[src/hw/rtl/rcie_pkg.sv]
// ----------------------------------------------------------------------------
// Root counters with IRQ entry - package
// Shared types, register indexes and constants.
// ----------------------------------------------------------------------------
package rcie_pkg;

    localparam int IN_DATA_W   = 88;   // 87 bits of fields, padded to bytes
    localparam int OUT_DATA_W  = 184;  // 183 bits of fields, padded to bytes
    localparam int CFG_IDX_W   = 3;
    localparam int CFG_DATA_W  = 16;
    localparam int TMR_W       = 16;
    localparam int IRQ_W       = 7;
    localparam int FRAME_CNT_W = 24;   // holds FRAME_PERIOD - 1 at most
    localparam int LINE_CNT_W  = 16;   // holds LINE_PERIOD at most

    // mode bits
    localparam int T0_FULL_BIT = 8;
    localparam int T1_LINE_BIT = 8;
    localparam int T2_STOP_BIT = 0;
    localparam int T2_DIV8_BIT = 9;
    localparam int MODE_IRQ_A  = 4;
    localparam int MODE_IRQ_B  = 6;

    // pending bit positions
    localparam int IRQ_VBLANK = 0;
    localparam int IRQ_TMR0   = 4;
    localparam int IRQ_TMR1   = 5;
    localparam int IRQ_TMR2   = 6;

    // status bits
    localparam int STATUS_IEC = 0;
    localparam int STATUS_IM2 = 10;
    localparam int STATUS_BEV = 22;

    localparam logic [31:0] VEC_BOOT  = 32'hBFC0_0180;
    localparam logic [31:0] VEC_RAM   = 32'h8000_0080;
    localparam logic [31:0] CAUSE_INT = 32'h0000_0400;

    typedef enum logic [CFG_IDX_W-1:0] {
        REG_T0_MODE,
        REG_T1_MODE,
        REG_T2_MODE,
        REG_T0_LIMIT,
        REG_T1_LIMIT,
        REG_T2_LIMIT,
        REG_IRQ_MASK
    } t_cfg_index;

    typedef struct packed {
        logic [TMR_W-1:0] t0_mode;
        logic [TMR_W-1:0] t1_mode;
        logic [TMR_W-1:0] t2_mode;
        logic [TMR_W-1:0] t0_max;
        logic [TMR_W-1:0] t1_max;
        logic [TMR_W-1:0] t2_max;
        logic [IRQ_W-1:0] irq_mask;
    } t_cfg;

    typedef struct packed {
        logic [15:0]      elapsed_cycles;
        logic [31:0]      current_pc;
        logic [31:0]      current_status;
        logic [IRQ_W-1:0] ack_mask;
    } t_item;

    typedef struct packed {
        logic [IRQ_W-1:0] irq_pending;
        logic             take_exception;
        logic [31:0]      next_pc;
        logic [31:0]      saved_epc;
        logic [31:0]      cause_value;
        logic [31:0]      next_status;
        logic [TMR_W-1:0] timer0_value;
        logic [TMR_W-1:0] timer1_value;
        logic [TMR_W-1:0] timer2_value;
    } t_result;

endpackage

[src/hw/rtl/rcie_cfg.sv]
// ----------------------------------------------------------------------------
// Root counters with IRQ entry - configuration registers
// Timer modes, limits and IRQ enable mask, written over the config channel.
// ----------------------------------------------------------------------------
module rcie_cfg (
    input  logic                                i_clk,
    input  logic                                i_rst_n,
    input  logic                                i_wr,
    input  logic [rcie_pkg::CFG_IDX_W-1:0]      i_index,
    input  logic [rcie_pkg::CFG_DATA_W-1:0]     i_data,
    output rcie_pkg::t_cfg                      o_cfg
);

    rcie_pkg::t_cfg r_cfg;
    rcie_pkg::t_cfg n_cfg;

    always_comb begin
        n_cfg = r_cfg;
        if (i_wr) begin
            case (i_index)
                rcie_pkg::REG_T0_MODE:  n_cfg.t0_mode  = i_data;
                rcie_pkg::REG_T1_MODE:  n_cfg.t1_mode  = i_data;
                rcie_pkg::REG_T2_MODE:  n_cfg.t2_mode  = i_data;
                rcie_pkg::REG_T0_LIMIT: n_cfg.t0_max   = i_data;
                rcie_pkg::REG_T1_LIMIT: n_cfg.t1_max   = i_data;
                rcie_pkg::REG_T2_LIMIT: n_cfg.t2_max   = i_data;
                rcie_pkg::REG_IRQ_MASK: n_cfg.irq_mask = i_data[rcie_pkg::IRQ_W-1:0];
                default: ;  // unmapped index, dropped
            endcase
        end
    end

    always_ff @(posedge i_clk) begin
        if (!i_rst_n) begin
            r_cfg.t0_mode  <= '0;
            r_cfg.t1_mode  <= '0;
            r_cfg.t2_mode  <= '0;
            r_cfg.t0_max   <= '1;
            r_cfg.t1_max   <= '1;
            r_cfg.t2_max   <= '1;
            r_cfg.irq_mask <= '0;
        end else begin
            r_cfg <= n_cfg;
        end
    end

    assign o_cfg = r_cfg;

endmodule

[src/hw/rtl/rcie_core.sv]
// ----------------------------------------------------------------------------
// Root counters with IRQ entry - counter state and tick logic
// Holds frame, line and timer counters and pending bits; forms one result
// per tick combinationally and commits the new state on i_step.
// ----------------------------------------------------------------------------
module rcie_core #(
    parameter int FRAME_PERIOD = 564480,
    parameter int LINE_PERIOD  = 2170
) (
    input  logic              i_clk,
    input  logic              i_rst_n,
    input  logic              i_step,
    input  rcie_pkg::t_item   i_item,
    input  rcie_pkg::t_cfg    i_cfg,
    output rcie_pkg::t_result o_result
);

    localparam int FW  = rcie_pkg::FRAME_CNT_W;
    localparam int FSW = FW + 1;
    localparam int LW  = rcie_pkg::LINE_CNT_W;
    localparam int TW  = rcie_pkg::TMR_W;
    localparam logic [FSW-1:0] FRAME_LIM  = FSW'(FRAME_PERIOD);
    localparam logic [LW-1:0]  LINE_RELD  = LW'(LINE_PERIOD);

    logic [FW-1:0]               r_frame, n_frame;
    logic [LW-1:0]               r_line,  n_line;
    logic [TW-1:0]               r_t0, n_t0, r_t1, n_t1, r_t2, n_t2;
    logic [rcie_pkg::IRQ_W-1:0]  r_pend, n_pend;

    // free-running advance: {hit, new count}
    function automatic logic [TW:0] tmr_adv(input logic [TW-1:0] cnt,
                                            input logic [TW-1:0] inc,
                                            input logic [TW-1:0] lim);
        logic [TW:0] sum;
        logic        hit;
        sum = {1'b0, cnt} + {1'b0, inc};
        hit = (sum >= {1'b0, lim}) && (cnt < lim);
        return hit ? {1'b1, {TW{1'b0}}} : {1'b0, sum[TW-1:0]};
    endfunction

    logic [15:0]    cyc;
    logic [15:0]    cyc_div8;
    logic [FSW-1:0] frame_sum;
    logic           frame_hit;
    logic [TW:0]    adv0, adv1, adv2;
    logic [LW:0]    line_diff;
    logic           line_tick;
    logic [TW-1:0]  t1_inc;
    logic           t1_wrap;
    logic           hit0, hit1, hit2;
    logic           en0, en1, en2;
    logic           fired;
    logic           take;
    logic [31:0]    status;

    always_comb begin
        cyc      = i_item.elapsed_cycles;
        cyc_div8 = {3'b000, cyc[15:3]};
        status   = i_item.current_status;

        frame_sum = {{(FSW-16){1'b0}}, cyc} + {1'b0, r_frame};
        frame_hit = (frame_sum >= FRAME_LIM);
        n_frame   = frame_hit ? '0 : frame_sum[FW-1:0];

        en0 = i_cfg.t0_mode[rcie_pkg::MODE_IRQ_A] | i_cfg.t0_mode[rcie_pkg::MODE_IRQ_B];
        en1 = i_cfg.t1_mode[rcie_pkg::MODE_IRQ_A] | i_cfg.t1_mode[rcie_pkg::MODE_IRQ_B];
        en2 = i_cfg.t2_mode[rcie_pkg::MODE_IRQ_A] | i_cfg.t2_mode[rcie_pkg::MODE_IRQ_B];

        // timer 0
        adv0 = tmr_adv(r_t0, i_cfg.t0_mode[rcie_pkg::T0_FULL_BIT] ? cyc : cyc_div8,
                       i_cfg.t0_max);
        n_t0 = adv0[TW-1:0];
        hit0 = adv0[TW] & en0;

        // timer 1: free-running or line clock
        adv1      = tmr_adv(r_t1, cyc, i_cfg.t1_max);
        line_diff = {1'b0, r_line} - {1'b0, cyc};
        line_tick = line_diff[LW] || (line_diff == '0);
        t1_inc    = r_t1 + TW'(1);
        t1_wrap   = (t1_inc == i_cfg.t1_max);
        if (i_cfg.t1_mode[rcie_pkg::T1_LINE_BIT]) begin
            n_line = line_tick ? LINE_RELD : line_diff[LW-1:0];
            n_t1   = line_tick ? (t1_wrap ? '0 : t1_inc) : r_t1;
            hit1   = line_tick & t1_wrap & en1;
        end else begin
            n_line = r_line;
            n_t1   = adv1[TW-1:0];
            hit1   = adv1[TW] & en1;
        end

        // timer 2: may be stopped
        adv2 = tmr_adv(r_t2, i_cfg.t2_mode[rcie_pkg::T2_DIV8_BIT] ? cyc_div8 : cyc,
                       i_cfg.t2_max);
        if (i_cfg.t2_mode[rcie_pkg::T2_STOP_BIT]) begin
            n_t2 = r_t2;
            hit2 = 1'b0;
        end else begin
            n_t2 = adv2[TW-1:0];
            hit2 = adv2[TW] & en2;
        end

        n_pend = r_pend & ~i_item.ack_mask;
        n_pend[rcie_pkg::IRQ_VBLANK] = n_pend[rcie_pkg::IRQ_VBLANK] | frame_hit;
        n_pend[rcie_pkg::IRQ_TMR0]   = n_pend[rcie_pkg::IRQ_TMR0] | hit0;
        n_pend[rcie_pkg::IRQ_TMR1]   = n_pend[rcie_pkg::IRQ_TMR1] | hit1;
        n_pend[rcie_pkg::IRQ_TMR2]   = n_pend[rcie_pkg::IRQ_TMR2] | hit2;

        fired = frame_hit | hit0 | hit1 | hit2;
        take  = fired && ((n_pend & i_cfg.irq_mask) != '0)
                && status[rcie_pkg::STATUS_IEC] && status[rcie_pkg::STATUS_IM2];

        o_result.irq_pending    = n_pend;
        o_result.take_exception = take;
        o_result.next_pc        = take ? (status[rcie_pkg::STATUS_BEV] ? rcie_pkg::VEC_BOOT
                                                                       : rcie_pkg::VEC_RAM)
                                       : i_item.current_pc;
        o_result.saved_epc      = take ? i_item.current_pc : '0;
        o_result.cause_value    = take ? rcie_pkg::CAUSE_INT : '0;
        // push the KU/IE stack by one level
        o_result.next_status    = take ? {status[31:6], status[3:0], 2'b00} : status;
        o_result.timer0_value   = n_t0;
        o_result.timer1_value   = n_t1;
        o_result.timer2_value   = n_t2;
    end

    always_ff @(posedge i_clk) begin
        if (!i_rst_n) begin
            r_frame <= '0;
            r_line  <= '0;
            r_t0    <= '0;
            r_t1    <= '0;
            r_t2    <= '0;
            r_pend  <= '0;
        end else if (i_step) begin
            r_frame <= n_frame;
            r_line  <= n_line;
            r_t0    <= n_t0;
            r_t1    <= n_t1;
            r_t2    <= n_t2;
            r_pend  <= n_pend;
        end
    end

endmodule

[src/hw/rtl/root_counters_with_irq_entry_top.sv]
// ----------------------------------------------------------------------------
// Root counters with IRQ entry - top level
// Tick-driven frame/line/timer counters with interrupt exception entry.
//
// Usage:
//   - Slave stream: one word per tick (elapsed cycles, PC, status, ack mask).
//   - Master stream: one word per tick with the pending bits, timer counts
//     and the exception entry (vector, EPC, cause, pushed status); tuser
//     flags whether the exception is taken.
//   - Config channel: index/data writes to the seven registers, always ready;
//     write only while no tick is in flight.
//   - Path: a word accepted on the slave side is held in the input register,
//     then in the result register, from which the master side reads it.
//   - Throughput: one word per cycle while the master side does not stall;
//     the counter update between the two registers is combinational.
//   - Reset (synchronous, active low): counters, pending bits and the valid
//     flags of both stages clear; limits go to 0xFFFF, modes and mask to zero.
//   - Master stall: the result register holds; the input register still
//     takes one more word, then s_axis_tready drops until the result drains.
// ----------------------------------------------------------------------------
module root_counters_with_irq_entry_top #(
    parameter int FRAME_PERIOD = 564480,
    parameter int LINE_PERIOD  = 2170
) (
    input  logic                                 i_clk,
    input  logic                                 i_rst_n,
    // config write channel
    input  logic                                 i_cfg_valid,
    output logic                                 o_cfg_ready,
    input  logic [rcie_pkg::CFG_IDX_W-1:0]       i_cfg_index,
    input  logic [rcie_pkg::CFG_DATA_W-1:0]      i_cfg_data,
    // tick stream in
    input  logic                                 s_axis_tvalid,
    output logic                                 s_axis_tready,
    // elapsed_cycles[15:0], current_pc[47:16], current_status[79:48],
    // ack_mask[86:80], zero pad[87]
    input  logic [rcie_pkg::IN_DATA_W-1:0]       s_axis_tdata,
    // result stream out
    output logic                                 m_axis_tvalid,
    input  logic                                 m_axis_tready,
    // irq_pending[6:0], next_pc[38:7], saved_epc[70:39], cause_value[102:71],
    // next_status[134:103], timer0_value[150:135], timer1_value[166:151],
    // timer2_value[182:167], zero pad[183]
    output logic [rcie_pkg::OUT_DATA_W-1:0]      m_axis_tdata,
    // take_exception[0]
    output logic                                 m_axis_tuser
);

    rcie_pkg::t_cfg    cfg;
    rcie_pkg::t_item   in_item;
    rcie_pkg::t_result core_res;

    logic              r_in_valid, n_in_valid;
    rcie_pkg::t_item   r_in_item;
    logic              r_out_valid, n_out_valid;
    rcie_pkg::t_result r_out;

    logic              in_acc;
    logic              advance;

    // config registers, always ready
    assign o_cfg_ready = 1'b1;

    rcie_cfg u_cfg (
        .i_clk   (i_clk),
        .i_rst_n (i_rst_n),
        .i_wr    (i_cfg_valid),
        .i_index (i_cfg_index),
        .i_data  (i_cfg_data),
        .o_cfg   (cfg)
    );

    // unpack tick word
    assign in_item.elapsed_cycles = s_axis_tdata[15:0];
    assign in_item.current_pc     = s_axis_tdata[47:16];
    assign in_item.current_status = s_axis_tdata[79:48];
    assign in_item.ack_mask       = s_axis_tdata[86:80];

    // the input stage moves on when the result register is free or draining
    assign advance       = r_in_valid && (!r_out_valid || m_axis_tready);
    assign s_axis_tready = !r_in_valid || advance;
    assign in_acc        = s_axis_tvalid && s_axis_tready;

    always_comb begin
        n_in_valid = r_in_valid;
        if (in_acc) begin
            n_in_valid = 1'b1;
        end else if (advance) begin
            n_in_valid = 1'b0;
        end
        n_out_valid = r_out_valid;
        if (advance) begin
            n_out_valid = 1'b1;
        end else if (m_axis_tready) begin
            n_out_valid = 1'b0;
        end
    end

    always_ff @(posedge i_clk) begin
        if (!i_rst_n) begin
            r_in_valid  <= 1'b0;
            r_out_valid <= 1'b0;
        end else begin
            r_in_valid  <= n_in_valid;
            r_out_valid <= n_out_valid;
        end
    end

    // payload registers
    always_ff @(posedge i_clk) begin
        if (in_acc) begin
            r_in_item <= in_item;
        end
        if (advance) begin
            r_out <= core_res;
        end
    end

    // counter state commits once per tick, on the step into the result register
    rcie_core #(
        .FRAME_PERIOD (FRAME_PERIOD),
        .LINE_PERIOD  (LINE_PERIOD)
    ) u_core (
        .i_clk    (i_clk),
        .i_rst_n  (i_rst_n),
        .i_step   (advance),
        .i_item   (r_in_item),
        .i_cfg    (cfg),
        .o_result (core_res)
    );

    assign m_axis_tvalid = r_out_valid;
    assign m_axis_tuser  = r_out.take_exception;
    assign m_axis_tdata  = {1'b0,
                            r_out.timer2_value,
                            r_out.timer1_value,
                            r_out.timer0_value,
                            r_out.next_status,
                            r_out.cause_value,
                            r_out.saved_epc,
                            r_out.next_pc,
                            r_out.irq_pending};

endmodule

[config.mk]
export PLATFORM = sky130hd
export DESIGN_NAME = root_counters_with_irq_entry_top
export DESIGN_NICKNAME = d
export VERILOG_FILES = /design/src/hw/rtl/rcie_pkg.sv /design/src/hw/rtl/rcie_cfg.sv /design/src/hw/rtl/rcie_core.sv /design/src/hw/rtl/root_counters_with_irq_entry_top.sv
export SDC_FILE = /design/constraint.sdc
export NUM_CORES = 1
export LEC_CHECK = 0
export BUFFER_PORTS_ARGS = -buffer_cell sky130_fd_sc_hd__buf_4
export CORE_ASPECT_RATIO = 2
export CORE_MARGIN = 3
export CORE_UTILIZATION = 33
export DETAILED_ROUTE_END_ITERATION = 10
export GPL_ROUTABILITY_DRIVEN = 0
export GPL_TIMING_DRIVEN = 1
export SKIP_CTS_REPAIR_TIMING = 1
export SYNTH_ARGS = -nofsm -noshare
export SYNTH_HDL_FRONTEND = slang
export SYNTH_SLANG_ARGS = --single-unit
[constraint.sdc]
create_clock -name i_clk -period 17.1 [get_ports i_clk]
set_input_delay 3.42 -clock i_clk [delete_from_list [all_inputs] [get_ports i_clk]]
set_output_delay 3.42 -clock i_clk [all_outputs]
set_load 0.05 [all_outputs]
======== After elaboration in Yosys (flattened, before gate mapping) ========
Index checks and enable logic that the tools add are counted.
word-level totals
  register bits after elaboration ......... 451
  bits of input ports ..................... 112
  output and inout port bits .............. 188
cells by class
  add/sub/neg operators ................... 6
  order comparisons ....................... 7
  equality and inequality tests ........... 7
  mux-type cells .......................... 21
  bitwise operators ....................... 18
  reductions and logical operators ........ 26
operator list
  operator                 number
  $mux W16                 7
  $add A16 B16 Y17         3
  $ge A17 B16 Y1           3
  $mux W17                 3
  $lt A16 B16 Y1           3
  $mux W32                 1
  $mux W30                 1
  $add A16 B24 Y25         1
  $ge A25 B20 Y1 const B   1
  $mux W24                 1
  $logic_not A17 Y1        1
  $sub A16 B16 Y17         1
  $add A16 B1 Y16 const B  1
  $eq A16 B16 Y1           1
  $reduce_and A2 Y1        8
  $and A7 B7 Y7            2
  $mux W11                 1
  $or A1 B1 Y1             10
  $eq A3 B3 Y1 const B     3
  $logic_and A1 B1 Y1      8
  $not A7 Y7               1
  $reduce_bool A7 Y1       1
  $eq A3 B2 Y1 const B     2
  $mux W1                  6
  7 further kinds          15

======== Logic depth before layout (Yosys ltp) ========
  word-level depth ........................ 14
  gate-level depth with buffers ........... 25
  mapped depth without buffers ............ 23

======== By module ========
Synthesis repeated with hierarchy kept, for this count alone.
unflattened totals
  cells, all modules ...................... 2344
  area, all modules ....................... 24568.6 um^2
modules (own cells, without submodules)
  module                            times used  cells an instance  area each (um^2)  sequential area each (um^2)
  rcie_core                         1           1684               12329.3           1901.8
  root_counters_with_irq_entry_top  1           284                8264.2            8177.8
  rcie_cfg                          1           376                3975.1            2062.0

======== Worst setup path after synthesis ========
Ideal clock, no wire load.
  path kind ............................... input -> register
  from .................................... input m_axis_tready
  to ...................................... register r_out (netlist bit m_axis_tdata[0]) (enable)
  arrival time ............................ 8238 ps
  required time ........................... 16525 ps
  setup slack ............................. 8287 ps
  stages on the path ...................... 5
  cell sequence ........................... nor2b_1 -> nand2b_1 -> inv_1 -> clkbuf_1 -> buf_1
on the way
  longest elaborated chain between the ends .. 2
ends and longest elaborated chain
  element               line                                     text
  start, declared       root_counters_with_irq_entry_top.sv:40   input logic m_axis_tready,
  $logic_or A1 B1 Y1    root_counters_with_irq_entry_top.sv:80   assign advance = r_in_valid && (!r_out_valid || m_axis_tready);
  $logic_and A1 B1 Y1   root_counters_with_irq_entry_top.sv:80
  via advance           root_counters_with_irq_entry_top.sv:59   logic advance;
  end signal, assigned  root_counters_with_irq_entry_top.sv:115  r_out <= core_res;
  end, declared         root_counters_with_irq_entry_top.sv:56   rcie_pkg::t_result r_out;
The timed path passes the listed nets, and every way through them passes these cells.
A chain may end at the register's enable or synchronous reset.

======== Final worst setup path ========
  from .................................... input m_axis_tready
  to ...................................... output s_axis_tready
on the way
  longest elaborated chain between the ends .. 3
ends and longest elaborated chain
  element              line                                    text
  $logic_or A1 B1 Y1   root_counters_with_irq_entry_top.sv:80
  $logic_and A1 B1 Y1  root_counters_with_irq_entry_top.sv:80
  $logic_or A1 B1 Y1   root_counters_with_irq_entry_top.sv:81  assign s_axis_tready = !r_in_valid || advance;
  end, declared        root_counters_with_irq_entry_top.sv:34  output logic s_axis_tready,
Every way passes these cells.

==> metrics.yaml <==
status: "finished, final reports clean"
grt_pass1_wl_um: 101600
crit_family: "simple AND/OR/NAND/NOR gates"
seqPwrFrac_pct: 44.5
syn_inst: 2148
rsz0062_at_grt: "no"
finalClockSkew_ps: 20.84
synth.area.top_cells: "edfxtp_1, dfxtp_1, ha_1"
drtIter0Drc: 816
synthesis.area_mm2: 0.02160
final_area_mm2: 0.02571
power_mw: 2.530
critPathLaunchType: "input port"
clk_pin_slew_worst_paths_ps: 60
drive_above_1_share_pct: 15.74
crit_chain: "buf_4, nor2b_1, nand2_1, buf_4"
cts.sinks: 401
yosysWarningCount: 0
worstSetupPathType: "input port to output pin"
setup_viol: 0
hold_class: "flop to flop"
synth-adder-area-share_pct: 10.60
synth.distinct_cells: 88
power_frac_clock_pct: 36.8
cp_max_fo: 4
vias_per_cell: 5.255
wl_per_cell_um: 20.67
synthMuxAreaShare_pct: 1.605
grt-ovfl-total: 0
max_stage_delay_ps: 210
dieWidth_um: 186.9
period_minus_slack_ps: 7476
place_ws_ps: 9622
maxCapViolCount: 0
final_nets: 2675
max_freq_mhz: 133.8
port_buffers: 265
yosysTopAreaCellShare_pct: 33.23
hold_viol_final: 0
cts-root-buf: "clkbuf_16"
die_area_mm2: 0.06874
num-fill-cells: 6322
die_h_um: 367.8
switchingPower_mw: 0.7491
tns_ps: 0
io_pins: 300
first_global_vias: 17370
p_leak_nw: 10.72
syn_to_final_growth_pct: 19.03
dr.pass1.iters: 5
synthSimpleGateAreaFrac_pct: 14.81
switching_share_pct: 29.61
synth_area_leader_cell: "edfxtp_1"
start_util_pct: 33.36
ys_seq_elements: 401
power_density_mw_per_mm2: 98.42
reg2reg_depth: 24
grt_util_all_layers_pct: 19.04
post_dp_cell_area_mm2: 0.02435
grt_start_max_net_pins: 133
synth-compound-area-share_pct: 16.31
synth-edff-count: 239
cts_tree: "done"
synth_top_family_by_area: "compound AO/OA/AOI/OAI gates"
whs_path_depth: 0
ir_worst_vdd_uv: 59.95
path_buf_inv: 2
hpwlAfterDp_um: 50930
drv_slew: 0
maxSlewHeadroom_pct: 24.24
numCtsBuffers: 41
final_common_cell: "buf_4"
crit_path_end_kind: "output pin"
period_share_pct: 43.72
vias: 17260
diodes: 0
drc_errors: 0
synthArstFlopShare_pct: 0
finalHoldWorstSlack_ps: 414.7
synth-main-ff-cell: "edfxtp_1"
avgSynthCellArea_um2: 10.05
mostFrequentLayoutCells: "buf_4, nand2_1, edfxtp_1, ha_1, dfxtp_1"
worstSkewPairLatency_ps: 570
synth_seq_area_share_pct: 48.25
worstPathRequired_ps: 13680
drtAntennaViolNets: 0
worst_pin_slew_ps: 1126
cpMaxStageDelayCell: "nor2b_1"
core_mm2: 0.06474
synth_xor_area_share_pct: 3.650
cts_buffer_depth: 3
cpMostUsedCell: "buf_4"
arrival_ps: 4060
fin_ws_ps: 9624
internal_power_mw: 1.781
worst-path-stages: 4
htreeDepth: 2
antenna_found_initial: 0
combPwrFrac_pct: 18.7
totalWireLength_um: 67910
row_count: 132
==> state kept, by name, summed over array words and instances (netlist names) <==
register and flops:
m_axis_tdata 152, r_in_valid 1, u_core.r_pend 7, u_core.r_t0 16, u_core.r_t1 16, u_cfg.o_cfg 65, u_core.r_t2 16, u_core.r_frame 24
r_in_item 87, m_axis_tvalid 1, u_core.r_line 16
==> cell usage after synthesis, types with 16 or more instances <==
master / n
and2_1: 58
a211oi_1: 22
nor2b_1: 46
o21ai_0: 132
xor2_1: 30
nand4_1: 22
mux2i_1: 20
inv_1: 107
buf_4: 35
edfxtp_1: 239
nand2b_1: 16
nor3_1: 44
xnor2_1: 60
o211ai_1: 60
a21oi_1: 150
nand2_1: 256
a31oi_1: 16
nor2_1: 124
ha_1: 175
nand3_1: 41
dfxtp_1: 162
a21o_1: 35
clkbuf_1: 66
==> power groups by stage <==
stage	logic, mW	clock network (mW)	registers [mW]
final	0.473	0.932	1.12
after global routing	0.514	0.992	1.13
after CTS	0.474	0.957	1.12
after detailed placement	0.472	0	1.15
after global placement	0.462	0	1.14
after floorplan	0.260	0	1.20
==> final cells by class <==
type	instances	area (um2)	area share [%]
Clock buffer	57	1126	4.381
Clock inverter	17	229.0	0.8907
Inverter	108	412.9	1.606
Multi-Input combinational cell	1546	10290	40.02
Sequential cell	401	10420	40.54
Tap cell	871	1090	4.239
Timing Repair Buffer	285	2140	8.323
==> worst reg2reg max path, delay by kind of cell (launching register included) <==
kind | cells | cell delay, ps
buffers and inverters | 2 | 720
and+or+nand+nor | 2 | 170
AOI/OAI and AO/OA | 16 | 4160
DFF | 1 | 570
muxes | 1 | 450
xor gates and xnor gates | 1 | 120
adders and majority gates | 2 | 640
==> path summary, 6_finish.rpt <==
path / from / to / slack, ps
setup reg to reg: r_in_item[72]$_DFFE_PP_ / m_axis_tdata[35]$_DFFE_PP_ / 9990
hold reg to reg: r_in_item[36]$_DFFE_PP_ / m_axis_tdata[132]$_DFFE_PP_ / 410
hold / removal: r_in_item[36]$_DFFE_PP_ / m_axis_tdata[132]$_DFFE_PP_ / 410
setup / recovery: m_axis_tready / s_axis_tready / 9620
==> metal layers <==
metal	share of wire (%)	GRT usage (%)	vias to the layer above
met4	9.4	15.65	0
met3	5.8	3.430	238
met1	36	19.43	8158
li1	-	-	8200
met5	0	0	-
met2	49	33.75	666
==> cell families after synthesis <==
kind of cell / count (synthesis)
other: 2
AND/OR/NAND/NOR: 667
adder cells (fa/ha/maj): 180
AO/OA/AOI/OAI: 543
XOR/XNOR: 90
buffers and inverters: 232
multiplexers: 33
flip-flops: 401
==> per-stage QoR <==
stage               util [%]  cells
finish                 39.71   3285
global placement       37.61   3211
floorplan                  -   2179
detailed placement     37.61   3211
global route           39.71   3285
CTS                    39.71   3285
Power figures use the tool's default switching activity.
